`src/sv/utf8seg_pkg.sv`:
```
`timescale 1ns / 1ps
// shared types, constants and helper functions for the utf-8 character segmenter
// no dependencies

package utf8seg_pkg;

    // default depth of the request queue between front and back (power of two, 2 and up)
    localparam int unsigned QUEUE_DEPTH = 2;

    // continuation byte pattern 10xxxxxx
    localparam logic [7:0] CONT_MASK = 8'hC0;
    localparam logic [7:0] CONT_MARK = 8'h80;

    // one input request
    typedef struct packed {
        logic [7:0] data_byte;
        logic       end_of_input;
    } seg_in_t;

    // one result request
    typedef struct packed {
        logic [31:0] char_bytes;
        logic [2:0]  char_length;
        logic        end_of_string;
        logic        run_last;
    } seg_out_t;

    // classified work for one input byte: singles, optionally followed by the
    // empty end marker, or one full character
    typedef struct packed {
        logic [31:0] bytes;
        logic [2:0]  single_cnt;
        logic        full;
        logic [2:0]  full_len;
        logic        marker;
        logic        eos;
    } seg_job_t;

    // sequence length announced by a lead byte
    function automatic logic [2:0] lead_length(input logic [7:0] b);
        if (b >= 8'hC0 && b <= 8'hDF) begin
            return 3'd2;
        end else if (b >= 8'hE0 && b <= 8'hEF) begin
            return 3'd3;
        end else if (b >= 8'hF0 && b <= 8'hF4) begin
            return 3'd4;
        end
        return 3'd1;
    endfunction

    // number of results a job produces
    function automatic logic [2:0] job_total(input seg_job_t j);
        return j.single_cnt + {2'b00, j.full} + {2'b00, j.marker};
    endfunction

endpackage

```
`src/sv/utf8seg_front.sv`:
```
`timescale 1ns / 1ps
// front end: accepts bytes, tracks the held sequence and classifies each byte into a job
// depends on utf8seg_pkg

module utf8seg_front (
    input  logic                   aclk,
    input  logic                   aresetn,
    input  logic                   s_valid,
    output logic                   s_ready,
    input  utf8seg_pkg::seg_in_t   s_data,
    input  logic                   q_full,
    output logic                   job_push,
    output utf8seg_pkg::seg_job_t  job
);
    import utf8seg_pkg::*;

    logic [23:0] held_bytes_reg, held_bytes_next;
    logic [2:0]  expected_length_reg, expected_length_next;
    logic [1:0]  held_count_reg, held_count_next;
    logic        terminated_reg, terminated_next;

    logic [7:0]  b;
    logic        eoi;
    logic        is_cont;
    logic        accept;
    logic [4:0]  held_shift;
    logic [31:0] with_byte;
    logic [2:0]  count_inc;
    logic [2:0]  b_len;

    assign b          = s_data.data_byte;
    assign eoi        = s_data.end_of_input;
    assign is_cont    = (b & CONT_MASK) == CONT_MARK;
    assign b_len      = lead_length(b);

    // held bytes with the new byte placed right after them
    assign held_shift = {held_count_reg, 3'b000};
    assign with_byte  = {8'h00, held_bytes_reg} | ({24'h000000, b} << held_shift);
    assign count_inc  = {1'b0, held_count_reg} + 3'd1;

    // handshake: take a byte whenever the queue has room
    assign s_ready  = !q_full;
    assign accept   = s_valid && s_ready;
    assign job_push = accept && (job_total(job) != 3'd0);

    // classification and next sequence state
    always_comb begin
        job                  = '0;
        held_bytes_next      = held_bytes_reg;
        expected_length_next = expected_length_reg;
        held_count_next      = held_count_reg;
        terminated_next      = terminated_reg;

        if (terminated_reg) begin
            // skipping after nul until end of input
            if (eoi) begin
                terminated_next = 1'b0;
            end
        end else if (b == 8'h00) begin
            // nul: flush held bytes, then end marker
            job.bytes            = {8'h00, held_bytes_reg};
            job.single_cnt       = {1'b0, held_count_reg};
            job.marker           = 1'b1;
            job.eos              = 1'b1;
            held_bytes_next      = '0;
            expected_length_next = '0;
            held_count_next      = '0;
            terminated_next      = !eoi;
        end else if (expected_length_reg != 3'd0 && is_cont) begin
            // continuation of the held sequence
            if (count_inc >= expected_length_reg) begin
                job.bytes            = with_byte;
                job.full             = 1'b1;
                job.full_len         = expected_length_reg;
                held_bytes_next      = '0;
                expected_length_next = '0;
                held_count_next      = '0;
            end else if (eoi) begin
                job.bytes            = with_byte;
                job.single_cnt       = count_inc;
                held_bytes_next      = '0;
                expected_length_next = '0;
                held_count_next      = '0;
            end else begin
                held_bytes_next = with_byte[23:0];
                held_count_next = count_inc[1:0];
            end
            job.eos = eoi;
        end else begin
            // broken sequence or fresh byte: flush, then single or new lead
            job.bytes            = {8'h00, held_bytes_reg};
            job.single_cnt       = {1'b0, held_count_reg};
            held_bytes_next      = '0;
            expected_length_next = '0;
            held_count_next      = '0;
            if (b_len == 3'd1 || eoi) begin
                job.bytes      = with_byte;
                job.single_cnt = count_inc;
            end else begin
                held_bytes_next      = {16'h0000, b};
                held_count_next      = 2'd1;
                expected_length_next = b_len;
            end
            job.eos = eoi;
        end
    end

    // sequence state registers
    always_ff @(posedge aclk) begin
        if (!aresetn) begin
            held_bytes_reg      <= '0;
            expected_length_reg <= '0;
            held_count_reg      <= '0;
            terminated_reg      <= 1'b0;
        end else if (accept) begin
            held_bytes_reg      <= held_bytes_next;
            expected_length_reg <= expected_length_next;
            held_count_reg      <= held_count_next;
            terminated_reg      <= terminated_next;
        end
    end

    // a sequence is held exactly when bytes are held
    assert property (@(posedge aclk) disable iff (!aresetn)
        (expected_length_reg == 3'd0) == (held_count_reg == 2'd0))
        else $error("held count and expected length disagree");

    // never hold a complete sequence
    assert property (@(posedge aclk) disable iff (!aresetn)
        (expected_length_reg != 3'd0) |-> ({1'b0, held_count_reg} < expected_length_reg))
        else $error("held sequence already complete");

    // nul without end of input starts skipping
    assert property (@(posedge aclk) disable iff (!aresetn)
        (accept && !terminated_reg && b == 8'h00 && !eoi) |=> terminated_reg)
        else $error("nul did not terminate the string");

endmodule

```
`src/sv/utf8seg_queue.sv`:
```
`timescale 1ns / 1ps
// small register queue carrying classified jobs from front to back
// depends on utf8seg_pkg

module utf8seg_queue #(
    parameter int unsigned DEPTH = utf8seg_pkg::QUEUE_DEPTH
) (
    input  logic                   aclk,
    input  logic                   aresetn,
    input  logic                   push,
    input  utf8seg_pkg::seg_job_t  push_data,
    output logic                   full,
    input  logic                   pop,
    output logic                   not_empty,
    output utf8seg_pkg::seg_job_t  pop_data
);
    import utf8seg_pkg::*;

    localparam int unsigned PTR_W = $clog2(DEPTH);
    localparam int unsigned CNT_W = $clog2(DEPTH + 1);

    seg_job_t          mem_reg [DEPTH];
    logic [PTR_W-1:0]  wr_ptr_reg, wr_ptr_next;
    logic [PTR_W-1:0]  rd_ptr_reg, rd_ptr_next;
    logic [CNT_W-1:0]  count_reg, count_next;
    logic              do_push;
    logic              do_pop;

    assign full      = count_reg == CNT_W'(DEPTH);
    assign not_empty = count_reg != '0;
    assign do_push   = push && !full;
    assign do_pop    = pop && not_empty;
    assign pop_data  = mem_reg[rd_ptr_reg];

    // pointer and fill count update
    always_comb begin
        wr_ptr_next = do_push ? wr_ptr_reg + PTR_W'(1) : wr_ptr_reg;
        rd_ptr_next = do_pop ? rd_ptr_reg + PTR_W'(1) : rd_ptr_reg;
        case ({do_push, do_pop})
            2'b10:   count_next = count_reg + CNT_W'(1);
            2'b01:   count_next = count_reg - CNT_W'(1);
            default: count_next = count_reg;
        endcase
    end

    always_ff @(posedge aclk) begin
        if (!aresetn) begin
            wr_ptr_reg <= '0;
            rd_ptr_reg <= '0;
            count_reg  <= '0;
        end else begin
            wr_ptr_reg <= wr_ptr_next;
            rd_ptr_reg <= rd_ptr_next;
            count_reg  <= count_next;
        end
    end

    // storage
    always_ff @(posedge aclk) begin
        if (do_push) begin
            mem_reg[wr_ptr_reg] <= push_data;
        end
    end

endmodule

```
`src/sv/utf8seg_back.sv`:
```
`timescale 1ns / 1ps
// back end: walks each job one result per cycle into the output register while it is free
// depends on utf8seg_pkg

module utf8seg_back (
    input  logic                   aclk,
    input  logic                   aresetn,
    input  logic                   q_valid,
    input  utf8seg_pkg::seg_job_t  job,
    output logic                   q_pop,
    output logic                   m_valid,
    input  logic                   m_ready,
    output utf8seg_pkg::seg_out_t  m_data
);
    import utf8seg_pkg::*;

    logic [1:0]  k_reg, k_next;
    logic        m_valid_reg, m_valid_next;
    seg_out_t    m_data_reg, m_data_next;

    logic [2:0]  total;
    logic        last;
    logic        slot_free;
    logic        issue;
    logic [31:0] shifted;
    seg_out_t    res;

    assign total     = job_total(job);
    assign last      = ({1'b0, k_reg} + 3'd1) == total;
    assign slot_free = !m_valid_reg || m_ready;
    assign issue     = q_valid && slot_free;
    assign q_pop     = issue && last;
    assign shifted   = job.bytes >> {k_reg, 3'b000};

    // result for the current step of the job
    always_comb begin
        res = '0;
        if (job.full) begin
            res.char_bytes  = job.bytes;
            res.char_length = job.full_len;
        end else if ({1'b0, k_reg} < job.single_cnt) begin
            res.char_bytes  = {24'h000000, shifted[7:0]};
            res.char_length = 3'd1;
        end
        res.run_last      = last;
        res.end_of_string = last && job.eos;
    end

    // output register and step counter
    always_comb begin
        k_next       = k_reg;
        m_valid_next = m_valid_reg;
        m_data_next  = m_data_reg;
        if (issue) begin
            m_valid_next = 1'b1;
            m_data_next  = res;
            k_next       = last ? 2'd0 : k_reg + 2'd1;
        end else if (m_ready) begin
            m_valid_next = 1'b0;
        end
    end

    always_ff @(posedge aclk) begin
        if (!aresetn) begin
            k_reg       <= '0;
            m_valid_reg <= 1'b0;
        end else begin
            k_reg       <= k_next;
            m_valid_reg <= m_valid_next;
        end
    end

    always_ff @(posedge aclk) begin
        m_data_reg <= m_data_next;
    end

    assign m_valid = m_valid_reg;
    assign m_data  = m_data_reg;

    // step counter stays inside the job at the queue head
    assert property (@(posedge aclk) disable iff (!aresetn)
        q_valid |-> ({1'b0, k_reg} < total))
        else $error("result step beyond job length");

endmodule

```
`src/sv/utf8_character_segmenter_core.sv`:
```
`timescale 1ns / 1ps
// top level of the utf-8 character segmenter: front, job queue and back
// depends on utf8seg_pkg, utf8seg_front, utf8seg_queue, utf8seg_back
//
// Usage:
//   s_valid/s_ready/s_data carry one string byte per request, with
//   end_of_input marking the last byte of a string. m_valid/m_ready/m_data
//   carry one character per request: its bytes (first byte lowest), its
//   length (0 for the end marker after a nul), end_of_string on the final
//   result of the string and run_last on the last result caused by a byte.
//   A byte's job is registered in the job queue, and each of its results then in the output register.
//   The front takes one byte per cycle while the job queue has room; the back
//   end issues one result per cycle while the output register is free, so a
//   byte that flushes a broken sequence yields up to four results, and while
//   they issue the job queue (QUEUE_DEPTH entries) absorbs further bytes before s_ready drops.
//   Reset (aresetn low, synchronous) empties the queue and the output
//   register and clears any held sequence and the nul skip state.
//   When the receiver stalls, the output register holds its result and the
//   front keeps taking bytes until the queue is full.

module utf8_character_segmenter_core #(
    parameter int unsigned QUEUE_DEPTH = utf8seg_pkg::QUEUE_DEPTH
) (
    input  logic                  aclk,
    input  logic                  aresetn,
    input  logic                  s_valid,
    output logic                  s_ready,
    input  utf8seg_pkg::seg_in_t  s_data,
    output logic                  m_valid,
    input  logic                  m_ready,
    output utf8seg_pkg::seg_out_t m_data
);
    import utf8seg_pkg::*;

    seg_job_t front_job;
    seg_job_t head_job;
    logic     job_push;
    logic     q_full;
    logic     q_valid;
    logic     q_pop;

    // byte classification and sequence tracking
    utf8seg_front u_front (
        .aclk     (aclk),
        .aresetn  (aresetn),
        .s_valid  (s_valid),
        .s_ready  (s_ready),
        .s_data   (s_data),
        .q_full   (q_full),
        .job_push (job_push),
        .job      (front_job)
    );

    // decoupling queue
    utf8seg_queue #(
        .DEPTH (QUEUE_DEPTH)
    ) u_queue (
        .aclk      (aclk),
        .aresetn   (aresetn),
        .push      (job_push),
        .push_data (front_job),
        .full      (q_full),
        .pop       (q_pop),
        .not_empty (q_valid),
        .pop_data  (head_job)
    );

    // result sequencing and output register
    utf8seg_back u_back (
        .aclk    (aclk),
        .aresetn (aresetn),
        .q_valid (q_valid),
        .job     (head_job),
        .q_pop   (q_pop),
        .m_valid (m_valid),
        .m_ready (m_ready),
        .m_data  (m_data)
    );

endmodule
```
`config.mk`:
```
export PLATFORM = sky130hd
export DESIGN_NAME = utf8_character_segmenter_core
export DESIGN_NICKNAME = d
export VERILOG_FILES = /design/src/sv/utf8seg_pkg.sv /design/src/sv/utf8seg_front.sv /design/src/sv/utf8seg_queue.sv /design/src/sv/utf8seg_back.sv /design/src/sv/utf8_character_segmenter_core.sv
export SDC_FILE = /design/constraint.sdc
export NUM_CORES = 1
export LEC_CHECK = 0
export BUFFER_PORTS_ARGS = -buffer_cell sky130_fd_sc_hd__buf_2
export CORE_MARGIN = 10
export CORE_UTILIZATION = 60
export CTS_CLUSTER_DIAMETER = 60
export DETAILED_ROUTE_END_ITERATION = 16
export PLACE_DENSITY = 0.8
export SYNTH_ARGS = -nofsm -noshare
export SYNTH_HDL_FRONTEND = slang
export SYNTH_HIERARCHICAL = 1
export SYNTH_SLANG_ARGS = --single-unit
```
`constraint.sdc`:
```
create_clock -name aclk -period 6 [get_ports aclk]
set_input_delay 0.3 -clock aclk [delete_from_list [all_inputs] [get_ports aclk]]
set_output_delay 0.3 -clock aclk [all_outputs]
set_load 0.01 [all_outputs]
```
==> run_results.csv <==
group,metric,value,unit
clock_tree,worstSkewPairLatency,0.41,ns
yosys,synthCells,533,
die,core_area,11420,µm²
outcome,outcome,"completed",
route,wl_per_cell,20.10,µm
grt,grt_overflow,0,
grt,grt_antenna_before_repair,0,
route,totalWireLength,14690,µm
yosys,yosys.area.top_type,"edfxtp_1",
clock_tree,clock_sinks,157,
clock_tree,clockBufferDepth,2,
cells_and_area,largest_register_ffs,82,
cells_and_area,drive_above_1_share,23.81,%
worst_setup_path,crit_buf_inv,3,
route,drc_errors,0,
timing,period_share,82.60,%
cells_and_area,antenna_cells,0,
die,dieArea,16390,µm²
timing,fin_ws,1.044,ns
cells_and_area,stdcell_area,7888,µm²
placed_design,place_hpwl,9393,µm
timing,setup_violations,0,
yosys,async_reset_ff_share,0,%
route,routed_via_density,6.067,
clock_tree,clk_pin_slew,0.06,ns
clock_tree,cts-root-buf,"clkbuf_16",
cells_and_area,utilization,69.08,%
yosys,ys_seq_elements,157,
placed_design,place_congestion,0.8702,
pwr,ir_drop,208.3,µV
worst_setup_path,worst-path-max-fanout,41,
die,chipWidth,128.0,µm
die,start_util,61.31,%
timing,tightestPinTransition,1.099,ns
clock_tree,htreeDepth,4,
yosys,synth-seq-area-share,61.91,%
worst_setup_path,startpoint_type,"flop",
worst_setup_path,cp_slowest_cell,"a211oi_1",
timing,hold_viol_final,0,
min_path,hold_path.class,"primary input to flop",
worst_setup_path,slowest_delay,0.62,ns
clock_tree,cts_tree,"built",
die,num_rows,39,
clock_tree,cts_setup_buffers,0,
placed_design,pre_cts_ws,1.289,ns
clock_tree,cts_resized,0,
worst_setup_path,critical_path_arrival,5.00,ns
worst_setup_path,worst_ep_required_time,6.05,ns
yosys,yosysTopAreaCellShare,51.05,%
route,ant_nets,0,
placed_design,dpl_cell_area,7318,µm²
route,dr.pass1.iters,5,
timing,holdWs,0.1817,ns
yosys,synth.most_common_cell,"edfxtp_1",
timing,finClkSkew,0.01033,ns
cells_and_area,area_growth,12.67,%
flow_run,max-cap-violations,0,
clock_tree,holdBufCountCts,0,
placed_design,numPortBuffers,51,
yosys,synth_cell_types,60,
yosys,ys_top_cells_by_count,"edfxtp_1 (119), nor2_1 (53), mux2_2 (42)",
worst_setup_path,cpMostUsedCell,"ha_1",
pwr,power_density,384.2,nW/µm²
clock_tree,numCtsBuffers,17,
grt,grt_usage,18.06,%
route,vias,4435,
die,fp.dieH,128.0,µm
timing,setup_tns,0,ns
die,io_pins,52,
timing,timing.slew.headroom,26.56,%
grt,grt_pass1_vias,4311,
grt,grt_max_degree,42,
yosys,avgSynthCellArea,13.13,µm²
yosys,synth.area.top_cells,"edfxtp_1 (51%), dfxtp_1 (11%), mux2_2 (6.8%)",
pwr,cellLeakagePower,2.977,nW
yosys,syn-num-nets,557,
cells_and_area,nNetsFinal,599,
route,drtIter0Drc,545,
worst_setup_path,end_kind,"flop",
yosys,synth_flop_cell,"edfxtp_1",
worst_setup_path,path_cells,"ha_1 -> ha_1 -> nand2_1 -> o21ai_1 -> a211oi_1 -> nor3_1 -> a211oi_1 -> fa_1 -> ha_1 -> nor2_1 -> nor4b_1 -> nor3_1 -> inv_1 -> or3_1 -> inv_1 -> buf_4",
timing,fmax,201.8,MHz
timing,maxSlewViolCount,0,
worst_setup_path,path_delay_family,"compound AO/OA/AOI/OAI gates",
yosys,yosysWarningCount,6,
timing,final.min_clock_period,4.956,ns
timing,rsz0062_at_grt,"no",
grt,grt_pass1_wl,23300,µm
worst_setup_path,worst-setup-path-type,"flop to flop",
yosys,synth_edf_count,119,
yosys,syn_area,7000,µm²
## power by group
part	internal, mW	switching [mW]
clock	0.648	0.392
sequential	1.37	0.0566
combinational	0.223	0.337
## final timing paths
| path | start | to | slack [ns] | cells past startpoint |
|---|---|---|---|---|
| worst min-delay path | m_ready | u_back/m_valid | 0.18 | 3 |
| worst max register to register | u_front/held_count_reg[0] | u_queue/mem_reg[0][13] | 1.04 | 16 |
| worst min register to register | u_front/held_bytes_reg[14] | u_front/held_bytes_reg[14] | 0.49 | 1 |
| worst max-delay path | u_front/held_count_reg[0] | u_queue/mem_reg[0][13] | 1.04 | 16 |
## layer usage
metal | vias up | track usage, % | routed length [µm] | part of all wire, %
met3 | 12 | 5.459 | 1259 | 8.6
met2 | 204 | 28.44 | 7077 | 48
li1 | 2075 | - | - | -
met1 | 2144 | 23.65 | 6226 | 42
met4 | 0 | 5.298 | 127 | 0.86
met5 | - | 0 | 0 | 0
## worst register-to-register path, stage by stage, from the launching register on
cell	delay, ns
dfxtp_1	0.49
ha_1	0.32
ha_1	0.28
nand2_1	0.06
o21ai_1	0.15
a211oi_1	0.62
nor3_1	0.09
a211oi_1	0.46
fa_1	0.30
ha_1	0.18
nor2_1	0.06
nor4b_1	0.15
nor3_1	0.39
inv_1	0.11
or3_1	0.38
inv_1	0.06
buf_4	0.45
## per-stage QoR
stage                     std cells  total power, mW
after CTS                       731            3.052
after floorplan                 533            1.824
final                           731            3.031
after global placement          699            1.973
after global routing            731            3.160
after detailed placement        699            2.003
## final cells by class
type	instances	area (µm²)
Inverter	21	78.83
Clock buffer	22	444.2
Tap cell	143	178.9
Fill cell	790	3531
Multi-Input combinational cell	319	2411
Sequential cell	157	4334
Timing Repair Buffer	59	315.3
Clock inverter	10	125.1
## kinds of logic (layout without fill, tap and decap cells)
group	after synthesis	in the layout	share of synthesized area, %
flip-flops	157	157	61.91
AND/OR/NAND/NOR	154	154	11.69
AO/OA/AOI/OAI	95	95	9.598
buffers and inverters	57	112	3.717
multiplexers	51	51	9.794
adder cells (fa/ha/maj)	11	11	2.181
XOR/XNOR	8	8	1.108
## placed cells by master (no fill, tap or decap), types with 4 or more instances in the layout
cell	netlist	routed
a21o_1	6	6
a21oi_1	9	9
a222oi_1	5	5
a31oi_1	25	25
a32oi_1	12	12
and2_1	38	38
buf_2	12	51
buf_4	0	8
clkbuf_1	19	5
clkbuf_16	0	17
clkinv_1	2	4
clkinv_2	0	4
dfxtp_1	38	38
edfxtp_1	119	119
ha_1	9	9
inv_1	18	18
mux2_2	42	42
mux4_1	6	6
nand2_1	23	23
nor2_1	53	53
nor2b_1	7	7
nor3_1	6	6
o21ai_0	4	4
o21ai_1	10	10
xnor2_1	7	7
Note: power is estimated with default switching activity, not from simulation.
